<file path="config.mk">
export PLATFORM = sky130hd
export DESIGN_NAME = sue_ctrl
export DESIGN_NICKNAME = d
export VERILOG_FILES = /design/src/rtl/core/sue_pkg.sv /design/src/rtl/core/sue_ctrl.sv
export SDC_FILE = /design/constraint.sdc
export NUM_CORES = 1
export LEC_CHECK = 0
export ABC_AREA = 1
export BUFFER_PORTS_ARGS = -buffer_cell sky130_fd_sc_hd__buf_2
export CORE_AREA = 8 8 62 59
export CTS_CLUSTER_SIZE = 8
export DETAILED_ROUTE_END_ITERATION = 12
export DIE_AREA = 0 0 70 67
export GPL_TIMING_DRIVEN = 0
export PLACE_DENSITY = 0.64
export SLEW_MARGIN = 0
export SYNTH_ARGS = -nofsm -noshare
export SYNTH_HDL_FRONTEND = slang
export SYNTH_SLANG_ARGS = --single-unit
export TNS_END_PERCENT = 30
</file>
<file path="constraint.sdc">
create_clock -name clk -period 2.6 [get_ports clk]
set_input_delay 0.39 -clock clk [delete_from_list [all_inputs] [get_ports clk]]
set_output_delay 0.39 -clock clk [all_outputs]
set_load 0.01 [all_outputs]
</file>
<file path="src/rtl/core/sue_pkg.sv">
// ----------------------------------------------------------------------------
// sue_pkg: shared types and constants of the symmetrical uncertainty engine
// Command and status groups between controller and datapath, status codes
// and the log2 fraction table generator.
// ----------------------------------------------------------------------------
package sue_pkg;

	localparam int FRAC_BITS = 16;
	localparam int SU_BITS   = 16;
	localparam int SU_SHIFT  = 15;

	localparam logic [1:0] ST_OK    = 2'd0;
	localparam logic [1:0] ST_SAT   = 2'd1;
	localparam logic [1:0] ST_NOENT = 2'd2;

	typedef enum logic [1:0] {
		TS_A,
		TS_B,
		TS_J
	} tsel_t;

	typedef struct packed {
		logic  clr_all;
		logic  sweep_rd;
		logic  log_m;
		tsel_t tsel;
		logic  acc_clr;
		logic  div_ent;
		logic  store_h;
		logic  div_su;
		logic  fin;
	} cmd_t;

	typedef struct packed {
		logic pipe_busy;
		logic div_busy;
		logic out_busy;
	} stat_t;

	// 16 fraction bits of log2(1 + i/2^tb) by square-and-compare on Q2.30
	function automatic logic [FRAC_BITS-1:0] log_frac(input int i, input int tb);
		logic [63:0]          x;
		logic [FRAC_BITS-1:0] f;
		x = (64'd1 << 30) + ((64'(i) << 30) >> tb);
		f = '0;
		for (int k = 0; k < FRAC_BITS; k++) begin
			x = (x * x) >> 30;
			f = f << 1;
			if (x >= (64'd2 << 30)) begin
				f[0] = 1'b1;
				x    = x >> 1;
			end
		end
		return f;
	endfunction

endpackage

</file>
<file path="src/rtl/core/sue_ctrl.sv">
// ----------------------------------------------------------------------------
// sue_ctrl: sequencer of the engine
// Clear pass, row loading, histogram sweeps, divisions and result hand-off.
// ----------------------------------------------------------------------------
module sue_ctrl #(
	parameter int NV = 16,
	parameter int JW = 8
) (
	input  logic          clk,
	input  logic          arst_n,
	input  logic          in_valid,
	input  logic          in_last,
	input  sue_pkg::stat_t stat,
	output logic          in_ready,
	output sue_pkg::cmd_t cmd,
	output logic [JW-1:0] idx
);
	import sue_pkg::*;

	localparam int NJ = NV * NV;

	typedef enum logic [3:0] {
		CLR, LOAD, DRAIN, LOGM, SWEEP, WAITP, DIVS, WAITD, STOREH, SUDIV, WAITSU, FIN
	} state_t;

	state_t        state_q;
	logic [JW-1:0] idx_q;
	tsel_t         tsel_q;
	logic [JW-1:0] last_idx;

	always_comb begin
		last_idx = (tsel_q == TS_J) ? JW'(NJ - 1) : JW'(NV - 1);
	end

	always_ff @(posedge clk or negedge arst_n) begin
		if (!arst_n) begin
			state_q <= CLR;
			idx_q   <= '0;
			tsel_q  <= TS_A;
		end else begin
			unique case (state_q)
				CLR: begin
					idx_q <= idx_q + 1'b1;
					if (idx_q == JW'(NJ - 1)) begin
						idx_q   <= '0;
						state_q <= LOAD;
					end
				end
				LOAD: begin
					if (in_valid && in_last) begin
						state_q <= DRAIN;
					end
				end
				DRAIN: state_q <= LOGM;
				LOGM: begin
					tsel_q  <= TS_A;
					idx_q   <= '0;
					state_q <= SWEEP;
				end
				SWEEP: begin
					idx_q <= idx_q + 1'b1;
					if (idx_q == last_idx) begin
						state_q <= WAITP;
					end
				end
				WAITP: begin
					if (!stat.pipe_busy) begin
						state_q <= DIVS;
					end
				end
				DIVS: state_q <= WAITD;
				WAITD: begin
					if (!stat.div_busy) begin
						state_q <= STOREH;
					end
				end
				STOREH: begin
					idx_q <= '0;
					unique case (tsel_q)
						TS_A:    begin tsel_q <= TS_B; state_q <= SWEEP; end
						TS_B:    begin tsel_q <= TS_J; state_q <= SWEEP; end
						default: state_q <= SUDIV;
					endcase
				end
				SUDIV: state_q <= WAITSU;
				WAITSU: begin
					if (!stat.div_busy && !stat.out_busy) begin
						state_q <= FIN;
					end
				end
				FIN: state_q <= LOAD;
				default: state_q <= CLR;
			endcase
		end
	end

	always_comb begin
		cmd          = '0;
		cmd.tsel     = tsel_q;
		cmd.clr_all  = (state_q == CLR);
		cmd.sweep_rd = (state_q == SWEEP);
		cmd.log_m    = (state_q == LOGM);
		cmd.acc_clr  = (state_q == LOGM) || (state_q == STOREH);
		cmd.div_ent  = (state_q == DIVS);
		cmd.store_h  = (state_q == STOREH);
		cmd.div_su   = (state_q == SUDIV);
		cmd.fin      = (state_q == FIN);
		in_ready     = (state_q == LOAD);
	end

	assign idx = idx_q;
endmodule

</file>
==> flow_metrics.py <==
metrics = {
    "synthesis": {
        "ys_seq_area_share_pct": 32.8,
        "synth_area_leaders": "dfrtp_1 33%, nand2_1 17%, inv_1 9.1%",
        "yosysMostFrequentCell": "nand2_1",
        "ys_ff_latch": 14,
        "synth-edff-count": 0,
        "netlist_instances": 163,
        "netlist_area_mm2": 0.00107,
        "async_reset_ff_share_pct": 100,
        "ys.warnings.count": 0,
        "synth_nets": 171,
        "synth_top_area_share_pct": 32.8,
        "synthFlopType": "dfrtp_1",
        "yosysTopAreaCell": "dfrtp_1",
        "ys_top_cells_by_count": "49 x nand2_1, 26 x inv_1, 20 x nor2_1, 14 x dfrtp_1, 13 x nand3_1",
        "synth_cell_type_count": 24,
        "synth.avg_cell_area_um2": 6.55,
    },
    "grt": {
        "first_global_vias": 1055,
        "grt_overflow": 0,
        "grt_max_degree": 15,
        "use_met3_pct": 2.38,
        "antenna_found_initial": 0,
        "use_met2_pct": 20.2,
        "grt_busiest_layer": "met2",
        "use_met1_pct": 12.5,
        "grt_pass1_wl_mm": 4.38,
        "grt_util_all_layers_pct": 11.2,
    },
    "clocking": {
        "numCtsBuffers": 3,
        "cts_max_level": 1,
        "post_cts_buffers": 0,
        "cts_resized": 0,
        "cts_tree": "done",
        "clock_path_buffers": 2,
        "cts_num_sinks": 14,
        "clkLatencyLatePin_ps": 270,
        "clock-root-buffer": "clkbuf_4",
        "hold_buffers": 0,
        "cts.clk_slew.worst_paths_ps": 80,
    },
    "finish": {
        "fin_area_mm2": 0.00125,
        "layout.cells.non_filler": 221,
        "area_delta_synth_final_pct": 17.4,
        "drive_above_1_share_pct": 23.6,
        "num-nets-final": 201,
        "fillers": 278,
        "antennaDiodeCount": 0,
    },
    "timing": {
        "max_clock_freq_ghz": 0.560,
        "rsz0062_at_grt": "no",
        "fin_crit_sh_pct": 68.7,
        "period_minus_slack_ps": 1790,
        "finalWorstSetupSlack_ps": 814,
        "skew_ps": 0.939,
        "slew_headroom_pct": 61.1,
        "hold_viol": 0,
        "hold_ws_ps": 0.818,
        "setup_tns_ps": 0,
        "setup_viol": 0,
        "slew_violations": 0,
        "worst_pin_slew_ps": 579,
    },
    "drt": {
        "drt-pass1-iter-count": 4,
        "antenna_left": 0,
        "drc": 0,
        "wl_per_cell_um": 11.4,
        "viasPerCell": 4.88,
        "route.final.wire_length_mm": 2.51,
        "drt_iter0_markers": 29,
        "vias": 1078,
    },
    "die": {
        "die_h_um": 67,
        "start_util_pct": 40.9,
        "ios": 26,
        "core.rowCount": 18,
        "fp.dieArea_mm2": 0.00469,
        "die_w_um": 70,
        "core-area_mm2": 0.00261,
    },
    "power": {
        "p_clk_share_pct": 35.0,
        "switching_power_mw": 0.0745,
        "p_per_area_mw_per_mm2": 279,
        "switching_share_pct": 21.3,
        "pwr-share-seq_pct": 62.3,
        "p_leak_nw": 0.736,
        "peakVddDrop_uv": 175,
        "pwr-share-comb_pct": 2.8,
        "p_int_mw": 0.275,
    },
    "job": {
        "maxCapViolCount": 0,
    },
    "critical_path": {
        "crit_arrival_ps": 1400,
        "cp.required_ps": 2210,
        "critPathMaxFanout": 4,
        "end_kind": "primary output",
        "cp-start-kind": "register",
        "crit_type": "reg2out",
    },
    "placement": {
        "hpwl_mm": 2.10,
        "dpl_cell_area_mm2": 0.00123,
        "io_buffers": 25,
        "place.gp.congestion": 0.874,
        "dpl_worst_slack_ps": 818,
        "placed_cells": 218,
    },
    "outcome": {
        "status": "complete, no violations",
    },
    "hold_path": {
        "min_path_type": "in2async",
    },
}
==> final timing paths <==
check	startpoint	to	slack [ps]	depth (start not counted)
max	state_q[0]	cmd[1]	810	5
max reg2reg	idx[0]	idx[5]	820	7
max in group asynchronous	arst_n	idx[7]	2360	1
min reg2reg	tsel_q[0]	tsel_q[0]	520	1
min	arst_n	idx[2]	0.8	1
min in group clk	stat[0]	state_q[3]	450	5
==> metrics by stage <==
stage	util [%]	power [mW]
floorplan	-	0.223
global placement	47.1	0.232
detailed placement	47.1	0.232
CTS	47.9	0.357
global route	47.9	0.364
finish	47.9	0.349
==> cell usage in the layout, fill, tap and decap left out, drive strengths merged, types with 2 or more instances in the layout <==
cell type and count:
clkbuf 3, nand3 14, nor2 25, o21ai 11, nand4 5, buf 26
dfrtp 14, inv 29, nand2 56, a21oi 2
==> flip-flops by register name, indices dropped and copies added, names as in the netlist <==
register and cells:
idx 8, tsel_q 2, state_q 4
==> power by group through the flow <==
stage / Combinational (mW) / Sequential [mW] / Clock, mW
global route: 0.0116 / 0.218 / 0.135
finish: 0.00968 / 0.218 / 0.122
detailed placement: 0.0104 / 0.222 / 0
global placement: 0.0101 / 0.222 / 0
CTS: 0.0104 / 0.218 / 0.129
floorplan: 0.00120 / 0.222 / 0
==> layout make-up <==
class	instances	area (um2)	share of cell area, %
multi-input combinational	119	597	47.7
sequential	14	350	28.0
timing repair buffer	25	125	9.99
inverter	29	109	8.69
tap	30	37.5	3.00
clock buffer	3	22.5	1.80
buffer	1	11.3	0.899
==> per-layer routing <==
metal	vias up	routed length (um)
li1	562	-
met2	27	1210
met3	4	103
met5	-	0
met4	0	34
met1	485	1170
==> critical path, cell delays in order (launching register included) <==
cell     delay, ps
dfrtp_1        400
inv_1          130
nor2_1         250
inv_1          110
nor2_1         100
buf_2          140
==> cell families (layout without fill, tap and decap cells) <==
kind of cell | Yosys count | in the layout | synth area share (%)
xor+xnor | 1 | 1 | 0.821
buf+inv | 30 | 58 | 11.3
simple gates | 102 | 102 | 46.4
compound gates | 15 | 15 | 7.50
flops | 14 | 14 | 32.8
fa+ha+maj | 1 | 1 | 1.17
Note: power is estimated with default switching activity, not from simulation.
